**config.mk**
```make
export PLATFORM = sky130hd
export DESIGN_NAME = rfta_div_pipe
export DESIGN_NICKNAME = d
export VERILOG_FILES = /design/src/hdl/rfta_div_pipe.sv
export VERILOG_INCLUDE_DIRS = /design/src /design/src/hdl
export SDC_FILE = /design/constraint.sdc
export NUM_CORES = 2
export LEC_CHECK = 0
export BUFFER_PORTS_ARGS = -buffer_cell sky130_fd_sc_hd__clkbuf_2
export CAP_MARGIN = 25
export CORE_AREA = 3 3 281 559
export CTS_CLUSTER_DIAMETER = 120
export CTS_CLUSTER_SIZE = 14
export DETAILED_ROUTE_END_ITERATION = 8
export DIE_AREA = 0 0 284 562
export PLACE_DENSITY_LB_ADDON = 0.1
export SLEW_MARGIN = 20
export SYNTH_ARGS = -nofsm -noshare
export SYNTH_HDL_FRONTEND = slang
export SYNTH_SLANG_ARGS = --single-unit
```
**constraint.sdc**
```tcl
create_clock -name clk -period 8.5 [get_ports clk]
set_input_delay 0.85 -clock clk [delete_from_list [all_inputs] [get_ports clk]]
set_output_delay 0.85 -clock clk [all_outputs]
set_load 0.02 [all_outputs]
```
**src/hdl/assert_macros.svh**
```systemverilog
// Shared assertion macros for the texel address pipeline.
`ifndef ASSERT_MACROS_SVH
`define ASSERT_MACROS_SVH

// Checked only out of reset.
`define RFTA_ASSERT(lbl, clk, rst_n, prop, msg) \
  lbl: assert property (@(posedge clk) disable iff (!rst_n) prop) else $error(msg);

// Checked on every edge, reset included.
`define RFTA_ASSERT_ALWAYS(lbl, clk, prop, msg) \
  lbl: assert property (@(posedge clk) prop) else $error(msg);

`endif

```
**src/hdl/rfta_div_pipe.sv**
```systemverilog
`timescale 1ns / 1ps
`include "assert_macros.svh"
module rfta_div_pipe #(
  parameter int unsigned W  = 12,
  parameter int unsigned QW = 28,
  parameter int unsigned SW = 8
) (
  input  logic          clk,
  input  logic          rst_n,
  input  logic          in_valid,
  output logic          in_ready,
  input  logic [W-1:0]  in_rem,
  input  logic [QW-1:0] in_num,
  input  logic [W-1:0]  in_div,
  input  logic [SW-1:0] in_side,
  output logic          out_valid,
  input  logic          out_ready,
  output logic [QW-1:0] out_quo,
  output logic [W-1:0]  out_div,
  output logic [SW-1:0] out_side
);

  // one restoring step per stage; numerator bits shift out, quotient bits shift in
  logic          v_r    [QW];
  logic [W-1:0]  rem_r  [QW];
  logic [QW-1:0] nq_r   [QW];
  logic [W-1:0]  d_r    [QW];
  logic [SW-1:0] side_r [QW];
  logic [QW:0]   rdy;

  assign rdy[QW] = out_ready;

  genvar k;
  generate
    for (k = 0; k < QW; k++) begin : g_st
      logic          v_src;
      logic [W-1:0]  rem_src;
      logic [QW-1:0] nq_src;
      logic [W-1:0]  d_src;
      logic [SW-1:0] side_src;
      logic [W:0]    trial;
      logic          take;

      if (k == 0) begin : g_first
        assign v_src    = in_valid;
        assign rem_src  = in_rem;
        assign nq_src   = in_num;
        assign d_src    = in_div;
        assign side_src = in_side;
      end else begin : g_next
        assign v_src    = v_r[k-1];
        assign rem_src  = rem_r[k-1];
        assign nq_src   = nq_r[k-1];
        assign d_src    = d_r[k-1];
        assign side_src = side_r[k-1];
      end

      assign rdy[k] = ~v_r[k] | rdy[k+1];
      assign trial  = {rem_src, nq_src[QW-1]};
      assign take   = trial >= {1'b0, d_src};

      always_ff @(posedge clk) begin
        if (!rst_n) begin
          v_r[k] <= 1'b0;
        end else if (rdy[k]) begin
          v_r[k] <= v_src;
        end
      end

      always_ff @(posedge clk) begin
        if (rdy[k]) begin
          rem_r[k]  <= take ? W'(trial - {1'b0, d_src}) : trial[W-1:0];
          nq_r[k]   <= {nq_src[QW-2:0], take};
          d_r[k]    <= d_src;
          side_r[k] <= side_src;
        end
      end
    end
  endgenerate

  assign in_ready  = rdy[0];
  assign out_valid = v_r[QW-1];
  assign out_quo   = nq_r[QW-1];
  assign out_div   = d_r[QW-1];
  assign out_side  = side_r[QW-1];

  `RFTA_ASSERT(a_rem_below_div, clk, rst_n, (out_valid && out_div != '0) |-> (rem_r[QW-1] < out_div), "divider remainder not below divisor")
  `RFTA_ASSERT(a_hold_on_stall, clk, rst_n, (out_valid && !out_ready) |=> (out_valid && $stable(out_quo)), "divider result lost on stall")

endmodule

```
-- Word-level counts from Yosys, hierarchy flattened
Memories as Yosys holds them, arrays and structs flattened.
Cells that the tools add are included.
- memories: 5
- RAM bits: 1708
- word-level logic and storage cells: 314
- flip-flop bits (word level): 0
- memories (memory ; words ; bits a word ; read ports ; clocked after memory_dff ; wr ports ; line ; text):
    nq_r ; 28 ; 28 ; 28 ; 0 ; 28 ; rfta_div_pipe.sv:26 ; logic [QW-1:0] nq_r [QW];
    d_r ; 28 ; 12 ; 28 ; 0 ; 28 ; rfta_div_pipe.sv:27 ; logic [W-1:0] d_r [QW];
    rem_r ; 28 ; 12 ; 27 ; 0 ; 28 ; rfta_div_pipe.sv:25 ; logic [W-1:0] rem_r [QW];
    side_r ; 28 ; 8 ; 28 ; 0 ; 28 ; rfta_div_pipe.sv:28 ; logic [SW-1:0] side_r [QW];
    v_r ; 28 ; 1 ; 28 ; 0 ; 28 ; rfta_div_pipe.sv:24 ; logic v_r [QW];
- bitwise operators: 84
- muxes and demuxes: 169
- add/subtract/negate cells: 28
- order comparisons: 28
- operators by type and width (kind ; count):
    greater-or-equal comparator 13 x 12 -> 1 bit ; 28
    two-way mux 12 bit ; 28
    subtractor 12 bit ; 28
    two-way mux 1 bit ; 141
    OR 1 bit ; 56
    inverter 1 bit ; 28

-- Depth between registers and ports, before layout
- word-level depth: 33
- depth in mapped cells: 11

-- Least setup slack after synthesis
Ideal clock, no wire load.
- path type: in2reg
- start: in out_ready
- end: mem v_r[10][0] (netlist: v_r[5][0]), data pin
- data arrival time: 5172 ps
- setup time: 269 ps
- setup slack: 3060 ps
- buffers on the path: 1
- cell stages on the path: 10
- cell sequence: and4b_1 -> and2_4 -> nand2_4 -> nor2_8 -> inv_2 -> nor4_4 -> and3_1 -> buf_2 -> nand3_1 -> and3_1
- RTL lines (what ; line ; text):
    start: declaration ; rfta_div_pipe.sv:17 ; input logic out_ready,
    end: declaration ; rfta_div_pipe.sv:24 ;

==> run_summary.xml <==
<?xml version="1.0" encoding="UTF-8"?>
<metrics>
  <group name="die">
    <metric name="placementRows" unit="">203</metric>
    <metric name="ios" unit="">114</metric>
    <metric name="dieArea" unit="sq mm">0.160</metric>
    <metric name="starting_density_of_the_core" unit="">0.468</metric>
    <metric name="die_width" unit="um">284</metric>
    <metric name="die-height" unit="um">562</metric>
    <metric name="coreArea" unit="sq mm">0.153</metric>
  </group>
  <group name="sta">
    <metric name="hold_violation_total_from_the_final_report" unit="">0</metric>
    <metric name="fin_setup_tns" unit="ns">0</metric>
    <metric name="rsz_0062_raised_after_global_routing" unit="">no</metric>
    <metric name="final.setup_skew" unit="ns">0.0604</metric>
    <metric name="worst_slew_margin_rel" unit="">0.366</metric>
    <metric name="final_period_util" unit="">0.550</metric>
    <metric name="worst_pin_slew" unit="ns">0.950</metric>
    <metric name="final_max_slew_viol_count" unit="">0</metric>
    <metric name="worst_slack_setup_final" unit="ns">3.82</metric>
    <metric name="fmaxAchievable" unit="MHz">214</metric>
    <metric name="period_minus_slack" unit="ns">4.68</metric>
    <metric name="setup_viol" unit="">0</metric>
  </group>
  <group name="route">
    <metric name="dr_total_vias" unit="">37400</metric>
    <metric name="route.detailed.wl_per_inst" unit="um">21.5</metric>
    <metric name="first_pass_iters" unit="">5</metric>
    <metric name="route.final.wire_length" unit="mm">149</metric>
    <metric name="drt-initial-drc-count" unit="">1613</metric>
    <metric name="drc" unit="">0</metric>
    <metric name="postRouteAntennaNets" unit="">0</metric>
    <metric name="vias_per_inst" unit="">5.39</metric>
  </group>
  <group name="logic_synthesis">
    <metric name="synthTopCellsByArea" unit="">edfxtp_1 (71%), ha_1 (5.9%), mux2_2 (3.6%)</metric>
    <metric name="ys_seq_area_frac" unit="">0.710</metric>
    <metric name="post-synth-top-area-cell" unit="">edfxtp_1</metric>
    <metric name="synth.net_count" unit="">5086</metric>
    <metric name="syn-mean-instance-area" unit="sq um">15.4</metric>
    <metric name="dominantRegCellSynth" unit="">edfxtp_1</metric>
    <metric name="number_of_enable_type_register_cells_in_the_synthesized_netlist" unit="">1695</metric>
    <metric name="number_of_synthesized_register_bits" unit="">1696</metric>
    <metric name="synthArstFlopShare" unit="">0</metric>
    <metric name="synth.cell_area" unit="sq mm">0.0717</metric>
    <metric name="syn-instance-count" unit="">4659</metric>
    <metric name="ys_warn_count" unit="">0</metric>
    <metric name="synth_cell_types" unit="">55</metric>
    <metric name="synth_largest_type_area_fraction" unit="">0.710</metric>
  </group>
  <group name="finish">
    <metric name="final_common_cell" unit="">edfxtp_1</metric>
    <metric name="final_nets" unit="">5296</metric>
    <metric name="share_of_cells_above_drive_strength_1" unit="">0.122</metric>
    <metric name="most-common-layout-cells" unit="">edfxtp_1 (1695), inv_1 (451), ha_1 (336), mux2_2 (228), nor2_1 (219)</metric>
    <metric name="area.growth.synth_to_final" unit="%">9.74</metric>
    <metric name="fillCellCount" unit="">12700</metric>
  </group>
  <group name="flow_run">
    <metric name="maxCapViolations" unit="">0</metric>
  </group>
  <group name="outcome">
    <metric name="outcome" unit="">finished clean</metric>
  </group>
  <group name="clock_network">
    <metric name="post-cts-setup-buffers" unit="">0</metric>
    <metric name="clock-root-buffer" unit="">clkbuf_16</metric>
    <metric name="tritoncts_clock_tree" unit="">built</metric>
    <metric name="cts.sink_count" unit="">1696</metric>
    <metric name="clock_latency_late_sink" unit="ns">0.78</metric>
    <metric name="cts_buffer_depth" unit="">4</metric>
    <metric name="clkTransAtPathRegs" unit="ns">0.07</metric>
    <metric name="tritoncts.num_buffers" unit="">147</metric>
    <metric name="cts.repair.resized" unit="">0</metric>
    <metric name="ctsHoldBuffers" unit="">0</metric>
    <metric name="number_of_h_tree_branching_levels" unit="">4</metric>
  </group>
  <group name="critical_path">
    <metric name="arrival" unit="ns">3.83</metric>
    <metric name="worstPathRequired" unit="ns">7.65</metric>
    <metric name="worst_setup_path_end_kind" unit="">output port</metric>
    <metric name="critical_path_peak_fanout" unit="">64</metric>
    <metric name="setup.worst_path.class" unit="">register to output port</metric>
    <metric name="start_kind" unit="">register</metric>
  </group>
  <group name="power">
    <metric name="power.density_cell_area" unit="mW/mm^2">353</metric>
    <metric name="peakVddDrop" unit="uV">206</metric>
    <metric name="p_leak" unit="nW">30.0</metric>
  </group>
  <group name="global_routing">
    <metric name="grt_max_degree" unit="">65</metric>
    <metric name="wire_length_of_the_first_global_routing_pass" unit="mm">224</metric>
    <metric name="globalRouteOverflowTotal" unit="">0</metric>
    <metric name="track_usage" unit="">0.187</metric>
    <metric name="antenna_found_initial" unit="">4</metric>
    <metric name="via_count_of_the_first_global_routing_pass" unit="">40200</metric>
  </group>
  <group name="place">
    <metric name="detailedPlace.worstSlack" unit="ns">4.00</metric>
    <metric name="port_buffers" unit="">113</metric>
    <metric name="dp.final_hpwl" unit="mm">118</metric>
    <metric name="gp_congestion" unit="">0.881</metric>
  </group>
  <group name="worst_hold_path">
    <metric name="hold_path_class" unit="">input pin to register</metric>
  </group>
</metrics>
## critical path: stages (launching register included)
cell	delay [ns]
edfxtp_1	0.40
and4b_1	0.27
and2_4	0.20
nand2_4	0.12
nor2_8	0.14
inv_2	0.04
buf_4	0.33
nor4_4	0.58
and3_1	0.33
and2_4	0.33
nand3_4	0.11
clkbuf_2	0.17
## area by class of cell
type | instances | area (sq um) | share of cell area
antenna | 15 | 37.5 | 0.000477
clock buffer | 155 | 3770 | 0.0479
clock inverter | 5 | 73.8 | 0.000938
inverter | 461 | 1730 | 0.0220
multi-input combinational | 2399 | 18600 | 0.237
sequential | 1696 | 50900 | 0.647
tap | 2050 | 2560 | 0.0326
timing repair buffer | 164 | 960 | 0.0122
## cell usage after synthesis (30+ instances only)
library cell  count
edfxtp_1       1695
inv_1           460
ha_1            336
mux2_2          228
nor2_1          219
a21oi_1         198
xnor2_1         162
nand2_1         147
o21ai_0         114
nor3_1           88
nand4_1          87
nand3_1          84
mux2i_1          78
o21a_1           70
nor4_1           67
clkbuf_1         60
a211oi_1         56
a21o_1           55
nor2b_1          47
nand2b_1         42
o31a_1           42
and3_1           34
o211ai_1         30
## metal layers
metal  vias up  global-route usage  part of all wire
met5         -                   0                 0
met1     18300               0.116              0.24
met2       697               0.427              0.65
met4         0               0.151             0.093
li1      17900                   -                 -
met3       458              0.0206             0.024
## flip-flops by register name (all words and copies together), names as in the netlist
| register | flops |
|---|---|
| side_r | 224 |
| v_r | 28 |
| d_r | 336 |
| nq_r | 784 |
| rem_r | 324 |
## cells by family (layout without fill, tap and decap cells)
kind of cell / after synthesis / count (layout) / share of synthesized area
DFF: 1696 / 1696 / 0.710
and+or+nand+nor: 844 / 844 / 0.0589
AOI/OAI and AO/OA: 697 / 697 / 0.0641
buffers and inverters: 564 / 785 / 0.0310
adders and majority gates: 363 / 363 / 0.0662
muxes: 306 / 306 / 0.0467
xor gates and xnor gates: 189 / 189 / 0.0231
other: 0 / 15 / 0
## worst paths after layout
check | to | slack (ns) | from | depth (start not counted)
min reg2reg | nq_r[1][114]$_DFFE_PP_ | 0.38 | nq_r[1][85]$_DFFE_PP_ | 0
max | in_ready | 3.82 | v_r[13][0]$_DFFE_PP_ | 11
min | side_r[0][0]$_DFFE_PP_ | 0.25 | in_side[0] | 1
max reg2reg | d_r[0][22]$_DFFE_PP_ | 4.78 | v_r[13][0]$_DFFE_PP_ | 11
## report_power, final
group	total (mW)	switching (mW)	internal (mW)	leakage (nW)
clock network	5.86	2.73	3.13	1.89
registers	12.8	0.951	11.8	17.6
logic	9.15	5.00	4.15	10.5
## through the flow
| stage | util | cell area [sq um] | instances | hold WS, ns | power (mW) |
|---|---|---|---|---|---|
| after global placement | 0.488 | 74800 | 6765 | 0.400 | 22.0 |
| after CTS | 0.514 | 78700 | 6930 | 0.176 | 28.2 |
| final | 0.514 | 78700 | 6945 | 0.245 | 27.8 |
| after floorplan | - | 71700 | 4659 | 0.400 | 19.3 |
| after global routing | 0.514 | 78700 | 6943 | 0.197 | 29.4 |
| after detailed placement | 0.488 | 74800 | 6770 | 0.405 | 22.2 |
(Power assumes the default switching activity.)
