$ cat src/hdl/assert_macros.svh
// Shared assertion macros for the texel address pipeline.
`ifndef ASSERT_MACROS_SVH
`define ASSERT_MACROS_SVH

// Checked only out of reset.
`define RFTA_ASSERT(lbl, clk, rst_n, prop, msg) \
  lbl: assert property (@(posedge clk) disable iff (!rst_n) prop) else $error(msg);

// Checked on every edge, reset included.
`define RFTA_ASSERT_ALWAYS(lbl, clk, prop, msg) \
  lbl: assert property (@(posedge clk) prop) else $error(msg);

`endif

$ cat src/hdl/rfta_pkg.sv
`timescale 1ns / 1ps
package rfta_pkg;

  localparam int unsigned TEX_WIDTH_DEF  = 64;
  localparam int unsigned TEX_HEIGHT_DEF = 64;

  // register indexes
  localparam logic [1:0] REG_SCREEN_HEIGHT = 2'd0;
  localparam logic [1:0] REG_PLAYER_X      = 2'd1;
  localparam logic [1:0] REG_PLAYER_Y      = 2'd2;

  // ray x direction codes
  localparam logic [1:0] DIR_X_POS = 2'd0;
  localparam logic [1:0] DIR_X_NEG = 2'd1;

  localparam logic [11:0] SCREEN_HEIGHT_RST = 12'd480;
  localparam logic [16:0] ONE_Q16           = 17'h10000;

  localparam int unsigned DIST_W = 28;  // Q12.16 row distance
  localparam int unsigned WQ_W   = 18;  // weight quotient bits
  localparam int unsigned POS_W  = 25;  // Q9.16 map position

  typedef struct packed {
    logic [10:0]      row;
    logic [10:0]      column;
    logic [10:0]      ceil_row;
    logic             vres;
    logic [POS_W-1:0] wall_x;
    logic [POS_W-1:0] wall_y;
  } pix_t;

  typedef struct packed {
    pix_t        pix;
    logic [23:0] wdist;
  } div1_side_t;

  typedef struct packed {
    pix_t pix;
    logic sat;
  } div2_side_t;

endpackage

$ cat src/hdl/rfta_lerp.sv
`timescale 1ns / 1ps
module rfta_lerp #(
  parameter int unsigned TEX_WIDTH  = 64,
  parameter int unsigned TEX_HEIGHT = 64
) (
  input  logic              clk,
  input  logic              rst_n,
  input  logic              in_valid,
  output logic              in_ready,
  input  logic [17:0]       in_wq,
  input  rfta_pkg::pix_t    in_pix,
  input  logic              in_sat,
  input  logic [23:0]       player_x,
  input  logic [23:0]       player_y,
  output logic              out_valid,
  input  logic              out_ready,
  output logic [11:0]       out_texel,
  output rfta_pkg::pix_t    out_pix
);
  import rfta_pkg::*;

  localparam int unsigned TXW = (TEX_WIDTH  > 1) ? $clog2(TEX_WIDTH)  : 1;
  localparam int unsigned TYW = (TEX_HEIGHT > 1) ? $clog2(TEX_HEIGHT) : 1;
  localparam int unsigned PW  = POS_W + 17;
  localparam int unsigned MW  = 16 + 11;
  localparam int unsigned IW  = 21;

  logic v1_r, v2_r, v3_r, v4_r;
  logic r1, r2, r3, r4;
  pix_t p1_r, p2_r, p3_r, p4_r;

  assign r4 = ~v4_r | out_ready;
  assign r3 = ~v3_r | r4;
  assign r2 = ~v2_r | r3;
  assign r1 = ~v1_r | r2;
  assign in_ready = r1;

  // weight, saturated to 1.0
  logic [16:0] w;
  logic [16:0] w_inv;
  assign w     = (in_sat || in_wq > 18'(ONE_Q16)) ? ONE_Q16 : in_wq[16:0];
  assign w_inv = ONE_Q16 - w;

  // stage 1: the four products
  logic [PW-1:0] mwx_r, mpx_r, mwy_r, mpy_r;
  // stage 2: fractional part of the interpolated point
  logic [15:0] fx_r, fy_r;
  // stage 3: texture coordinates
  logic [TXW-1:0] tx_r;
  logic [TYW-1:0] ty_r;
  // stage 4: address
  logic [11:0] texel_r;

  logic [PW:0]   sum_x, sum_y;
  logic [MW-1:0] prod_x, prod_y;
  logic [IW-1:0] idx;

  assign sum_x  = {1'b0, mwx_r} + {1'b0, mpx_r};
  assign sum_y  = {1'b0, mwy_r} + {1'b0, mpy_r};
  assign prod_x = MW'(fx_r) * MW'(TEX_WIDTH);
  assign prod_y = MW'(fy_r) * MW'(TEX_HEIGHT);
  assign idx    = IW'(TEX_WIDTH) * IW'(ty_r) + IW'(tx_r);

  always_ff @(posedge clk) begin
    if (!rst_n) begin
      v1_r <= 1'b0;
      v2_r <= 1'b0;
      v3_r <= 1'b0;
      v4_r <= 1'b0;
    end else begin
      if (r1) v1_r <= in_valid;
      if (r2) v2_r <= v1_r;
      if (r3) v3_r <= v2_r;
      if (r4) v4_r <= v3_r;
    end
  end

  always_ff @(posedge clk) begin
    if (r1) begin
      mwx_r <= PW'(w) * PW'(in_pix.wall_x);
      mpx_r <= PW'(w_inv) * PW'(player_x);
      mwy_r <= PW'(w) * PW'(in_pix.wall_y);
      mpy_r <= PW'(w_inv) * PW'(player_y);
      p1_r  <= in_pix;
    end
    if (r2) begin
      fx_r <= sum_x[31:16];
      fy_r <= sum_y[31:16];
      p2_r <= p1_r;
    end
    if (r3) begin
      // frac * size / 2^16 is already below size, so no wrap needed
      tx_r <= prod_x[16 +: TXW];
      ty_r <= prod_y[16 +: TYW];
      p3_r <= p2_r;
    end
    if (r4) begin
      texel_r <= p3_r.vres ? idx[11:0] : 12'd0;
      p4_r    <= p3_r;
    end
  end

  assign out_valid = v4_r;
  assign out_texel = texel_r;
  assign out_pix   = p4_r;

endmodule

$ cat config.mk
export PLATFORM = sky130hd
export DESIGN_NAME = rfta_lerp
export DESIGN_NICKNAME = d
export VERILOG_FILES = /design/src/hdl/assert_macros.svh /design/src/hdl/rfta_pkg.sv /design/src/hdl/rfta_lerp.sv
export SDC_FILE = /design/constraint.sdc
export NUM_CORES = 2
export LEC_CHECK = 0
export BUFFER_PORTS_ARGS = -buffer_cell sky130_fd_sc_hd__buf_4
export CORE_MARGIN = 3
export CORE_UTILIZATION = 59
export CTS_BUF_LIST = sky130_fd_sc_hd__clkbuf_4
export CTS_CLUSTER_DIAMETER = 80
export DETAILED_ROUTE_END_ITERATION = 10
export PLACE_DENSITY_LB_ADDON = 0.15
export SLEW_MARGIN = 5
export SYNTH_ARGS = -nofsm -noshare
export SYNTH_HDL_FRONTEND = slang
export SYNTH_SLANG_ARGS = --single-unit
$ cat constraint.sdc
create_clock -name clk -period 10.2 [get_ports clk]
set_input_delay 1.02 -clock clk [delete_from_list [all_inputs] [get_ports clk]]
set_output_delay 1.02 -clock clk [all_outputs]
set_load 0.02 [all_outputs]
# After elaboration in Yosys (flattened, before gate mapping)
# Cells that the tools add are included.
dict set report word_totals {
  output_inout_bits 98
  reg_bits 524
  input_bits 155
  word_cells 56
}
dict set report op_classes {
  order_cmp 1
  bitwise_logic 8
  multipliers 4
  reduce_logical 1
  n_addsub 4
  mux 1
}
# cell count
set op_table {}
lappend op_table {{adder 32 bit} 2}
lappend op_table {{multiplier 17 x 24 -> 32 bit} 2}
lappend op_table {{multiplier 17 x 25 -> 32 bit} 2}
lappend op_table {{> comparator 18 x 17 -> 1 bit, second input constant} 1}
lappend op_table {{two-way mux 17 bit} 1}
lappend op_table {{subtractor 17 bit, first input constant} 1}
lappend op_table {{adder 12 x 6 -> 12 bit} 1}
lappend op_table {{inverter 1 bit} 4}
lappend op_table {{OR 1 bit} 4}
lappend op_table {{logical OR 1 bit} 1}

# Longest topological paths before layout
dict set report depth {
  depth_word 5
  ltp_mapped 39
  depth_no_buf 31
}

# Least setup slack after synthesis
# No wires, ideal clock.
dict set report synth_path {
  path_type {input-to-reg}
  startpoint {input in_wq[17]}
  endpoint {register mpy_r[31], data pin}
  setup_ps 259
  n_path_buf 8
  cell_stages 37
  slack_ps 477
  required_time_ps 9941
  t_arrival_ps 9464
  path_cell_list {nor3_1 clkbuf_1 clkbuf_1 and2_1 clkbuf_1 clkbuf_1 inv_1 ha_1 clkbuf_1 buf_1 o21ai_0 nand2b_1 a22oi_1 clkbuf_1 clkbuf_1 nand2_1 fa_1 inv_1 fa_1 inv_1 fa_1 inv_1 fa_1 fa_1 inv_1 fa_1 inv_1 ha_1 a21o_1 a21o_1 a21oi_1 a21oi_1 a211oi_1 a21oi_1 a221oi_1 o21ai_0 xnor2_1}
}
dict set report synth_via {
  elab_chain_len 5
}
# item line_no
set synth_lines {}
lappend synth_lines {{start, declared} rfta_lerp.sv:10} ;# input logic [17:0] in_wq,
lappend synth_lines {{> comparator 18 x 17 -> 1 bit} rfta_lerp.sv:41} ;# assign w = (in_sat || in_wq > 18'(ONE_Q16)) ? ONE_Q16 : in_wq[16:0];
lappend synth_lines {{logical OR 1 bit} rfta_lerp.sv:41}
lappend synth_lines {{two-way mux 17 bit} rfta_lerp.sv:41}
lappend synth_lines {{subtractor 17 bit} rfta_lerp.sv:42} ;# assign w_inv = ONE_Q16 - w;
lappend synth_lines {{multiplier 17 x 24 -> 32 bit} rfta_lerp.sv:83} ;# mpy_r <= PW'(w_inv) * PW'(player_y);
lappend synth_lines {{end signal, assigned} rfta_lerp.sv:83}
lappend synth_lines {{end, declared} rfta_lerp.sv:45} ;# logic [PW-1:0] mwx_r, mpx_r, mwy_r, mpy_r;
# No other way between the ends.
# A chain may end at the register's enable or synchronous reset.

# Worst setup path in the final report
dict set report layout_path {
  startpoint {input in_wq[2]}
  endpoint {register mpx_r[31], data pin}
}
dict set report layout_via {
  elab_chain_len 5
}
# item line_no
set layout_lines {}
lappend layout_lines {{> comparator 18 x 17 -> 1 bit} rfta_lerp.sv:41}
lappend layout_lines {{logical OR 1 bit} rfta_lerp.sv:41}
lappend layout_lines {{two-way mux 17 bit *} rfta_lerp.sv:41}
lappend layout_lines {{subtractor 17 bit *} rfta_lerp.sv:42}
lappend layout_lines {{multiplier 17 x 24 -> 32 bit *} rfta_lerp.sv:81} ;# mpx_r <= PW'(w_inv) * PW'(player_x);
lappend layout_lines {{end signal, assigned} rfta_lerp.sv:81}
lappend layout_lines {{end, declared} rfta_lerp.sv:45}
# Mark *: on every way between the ends. The rest lies on a longest branch, timed or not.

==> flow_metrics.py <==
metrics = {
    "outcome": {
        "outcome": "finished, final reports clean",
    },
    "placed_design": {
        "dp_hpwl_um": 119200,
        "numPlacedInstances": 7536,
        "place_area_sq_um": 65490,
        "place_congestion": 0.9261,
        "port-buffer-count": 252,
    },
    "routing": {
        "routed_wl_um": 154500,
        "drtAntennaViolNets": 0,
        "first_iter_violations": 3180,
        "dr.pass1.iters": 5,
        "avgViaCountPerCell": 5.500,
        "drc": 0,
        "num_vias": 42780,
        "wl_per_cell_um": 19.86,
    },
    "worst_setup_path": {
        "cp_top_family": "adder cells",
        "cp_data_required_time_ps": 10890,
        "crit_path_max_fanout": 19,
        "r2r_setup_slack_ps": 6660,
        "crit_top_cell": "fa_1",
        "cp-end-kind": "register",
        "path_buf_inv": 7,
        "worst-setup-path-type": "input port to register",
        "critPathLaunchType": "input port",
        "rr_startpoint": "mwy_r[5]$_DFFE_PP_",
        "reg2regPathDepth": 10,
        "worst_path_max_delay_cell": "xnor2_2",
        "arrival_ps": 10110,
        "cpPeakStageDelay_ps": 950,
        "reg2reg_to": "fy_r[15]$_DFFE_PP_",
    },
    "power_and_ir_drop": {
        "ir_worst_vdd_uv": 121.7,
        "p_seq_frac": 0.306,
        "leakagePower_nw": 32.33,
        "switchingPower_mw": 3.902,
        "sw_frac_of_total": 0.4038,
        "power-per-cell-area_nw_per_um2": 143.8,
        "p_int_mw": 5.762,
        "p_clk_frac": 0.183,
        "p_comb_frac": 0.511,
        "power.total_mw": 9.664,
    },
    "layout": {
        "final_cells": 7777,
        "layout_common_cells": "inv_1, fa_1, nand2_1",
        "finalNetCount": 8004,
        "area_growth_pct": 7.652,
        "final_layout_size_suffix_gt1_frac": 0.08846,
        "layout_commonest_cell": "inv_1",
        "final_cell_area_sq_um": 67230,
    },
    "grt": {
        "grt_usage": 0.2926,
        "use_met1": 0.4008,
        "grt.busiest_layer": "met2",
        "grt_pass1_wl_um": 252200,
        "grt_antenna_before_repair": 12,
        "grt_overflow": 0,
        "first_global_vias": 45800,
        "grtUsageMet3": 0.07328,
        "grt_start_max_net_pins": 97,
        "use_met2": 0.4675,
    },
    "timing": {
        "hold_violations": 0,
        "fin_crit_ps": 9427,
        "maxSlewHeadroom": 0.1839,
        "clock_skew_ps": 54.18,
        "rsz0062_at_grt": "no",
        "setup_viol": 0,
        "drv_slew": 0,
        "finalCritPeriodShare": 0.9242,
        "fmax_mhz": 106.1,
        "tns_ps": 0,
        "worst_pin_slew_ps": 1218,
    },
    "clock_network": {
        "cts-root-buf": "clkbuf_4",
        "cts_tree": "yes",
        "clock-sinks": 504,
        "cts.hold.buffers_added": 0,
        "cts_resized": 0,
        "insertion_delay_ps": 980,
        "postCtsSetupBuffers": 0,
        "numCtsBuffers": 134,
        "clk_path_buf_depth": 3,
        "h-tree-depth": 4,
        "clk_pin_slew_ps": 60,
    },
    "floorplanning": {
        "start_util": 0.5991,
        "io_pins": 253,
        "die_area_sq_um": 109800,
        "core_area_sq_um": 104200,
        "fp.dieH_um": 331.3,
        "row_count": 118,
        "fp.dieW_um": 331.3,
    },
    "worst_hold_path": {
        "hp-class": "input port to register",
        "min_to": "p1_r[52]$_DFFE_PP_",
        "hold_depth": 1,
        "hold_start": "in_pix[52]",
    },
    "yosys": {
        "synth-seq-area-share": 0.2417,
        "ys_types": 76,
        "synth_edf_count": 500,
        "synth_cells": 6151,
        "synth_fp_nets": 7863,
        "syn_area_sq_um": 62450,
        "syn_avg_cell_area_sq_um": 10.15,
        "ys.flop_type": "edfxtp_1",
        "ys_ff_latch": 504,
        "synthArstFlopShare": 0,
        "yosysWarnings": 0,
    },
    "run": {
        "maxCapViolations": 0,
    },
}
==> cells in the mapped netlist, types with 22 or more instances <==
library cell | count | area (sq um)
inv_1 | 1423 | 5341
fa_1 | 1192 | 23860
nand2_1 | 1102 | 4136
edfxtp_1 | 500 | 15010
ha_1 | 365 | 4567
clkbuf_1 | 299 | 1122
and3_1 | 281 | 1758
and2_1 | 228 | 1426
xnor2_1 | 137 | 1200
a21oi_1 | 108 | 540.5
nor2_1 | 66 | 247.7
o21ai_0 | 65 | 325.3
a21o_1 | 50 | 375.4
xor2_1 | 41 | 359.1
nor3_1 | 33 | 165.2
nand3_1 | 24 | 120.1
o21a_1 | 22 | 165.2
==> layout make-up <==
class | instances | area [sq um]
sequential | 504 | 15090
clock inverter | 45 | 310.3
multi-input combinational | 3914 | 40950
timing repair buffer | 315 | 2377
fill | 8418 | 37010
clock buffer | 186 | 1396
inverter | 1423 | 5346
tap | 1380 | 1727
antenna | 10 | 25.02
==> flip-flops by register name (all words and copies together) (netlist names) <==
register,cells
fy_r,6
out_pix,84
mwy_r,32
mpy_r,32
p3_r,84
v3_r,1
mwx_r,32
v2_r,1
ty_r,6
fx_r,6
p2_r,84
mpx_r,32
v1_r,1
out_texel,12
out_valid,1
tx_r,6
p1_r,84
==> metrics by stage <==
stage               hold slack [ps]  setup WS (ps)    util
floorplan                     400.3          476.8       -
global placement              400.3          94.61  0.6283
detailed placement            404.5         -94.29  0.6283
CTS                           97.36          946.0  0.6447
global route                  110.4          193.1  0.6448
finish                        220.8          772.7  0.6449
==> worst max-delay path by stage <==
stage                    from             endpoint  slack, ps  depth (start not counted)
floorplan           in_wq[17]  mpy_r[31]$_DFFE_PP_        480                         37
global placement     in_wq[2]  mpx_r[31]$_DFFE_PP_         90                         32
detailed placement   in_wq[2]  mpx_r[31]$_DFFE_PP_        -90                         32
CTS                  in_wq[2]  mpx_r[31]$_DFFE_PP_        950                         32
global route         in_wq[2]  mpx_r[31]$_DFFE_PP_        190                         32
finish               in_wq[2]  mpx_r[31]$_DFFE_PP_        770                         32
==> power groups by stage <==
stage / sequential (mW) / combinational [mW] / clock [mW]
2_1_floorplan: 2.97 / 3.51 / 0
3_3_place_gp: 3.00 / 4.85 / 0
3_5_place_dp: 3.01 / 4.92 / 0
4_1_cts: 2.97 / 4.97 / 1.84
5_1_grt: 2.99 / 5.59 / 1.96
6_report: 2.96 / 4.94 / 1.77
==> metal layers <==
layer / vias to the layer above / share of wire / wire (um)
li1: 18970 / - / -
met1: 21760 / 0.40 / 62320
met2: 1793 / 0.47 / 73150
met3: 244 / 0.097 / 15020
met4: 8 / 0.026 / 3942
met5: - / 0.00034 / 52
==> cells by family after synthesis <==
family | share of synthesized area
AND/OR/NAND/NOR | 0.1358
buffers and inverters | 0.1042
XOR/XNOR | 0.02667
multiplexers | 0.0005009
adder cells (fa/ha/maj) | 0.4553
AO/OA/AOI/OAI | 0.03582
flip-flops | 0.2417
==> worst reg2reg max path: stages, from the launching register on <==
cell	delay (ps)
edfxtp_1	380
ha_1	320
a2111oi_0	410
a211oi_1	90
a211oi_1	360
a211oi_1	140
or3_1	400
a31oi_1	340
o21ai_1	210
or4_1	420
and3_1	180
No activity file was read; power rests on OpenSTA's default activity.
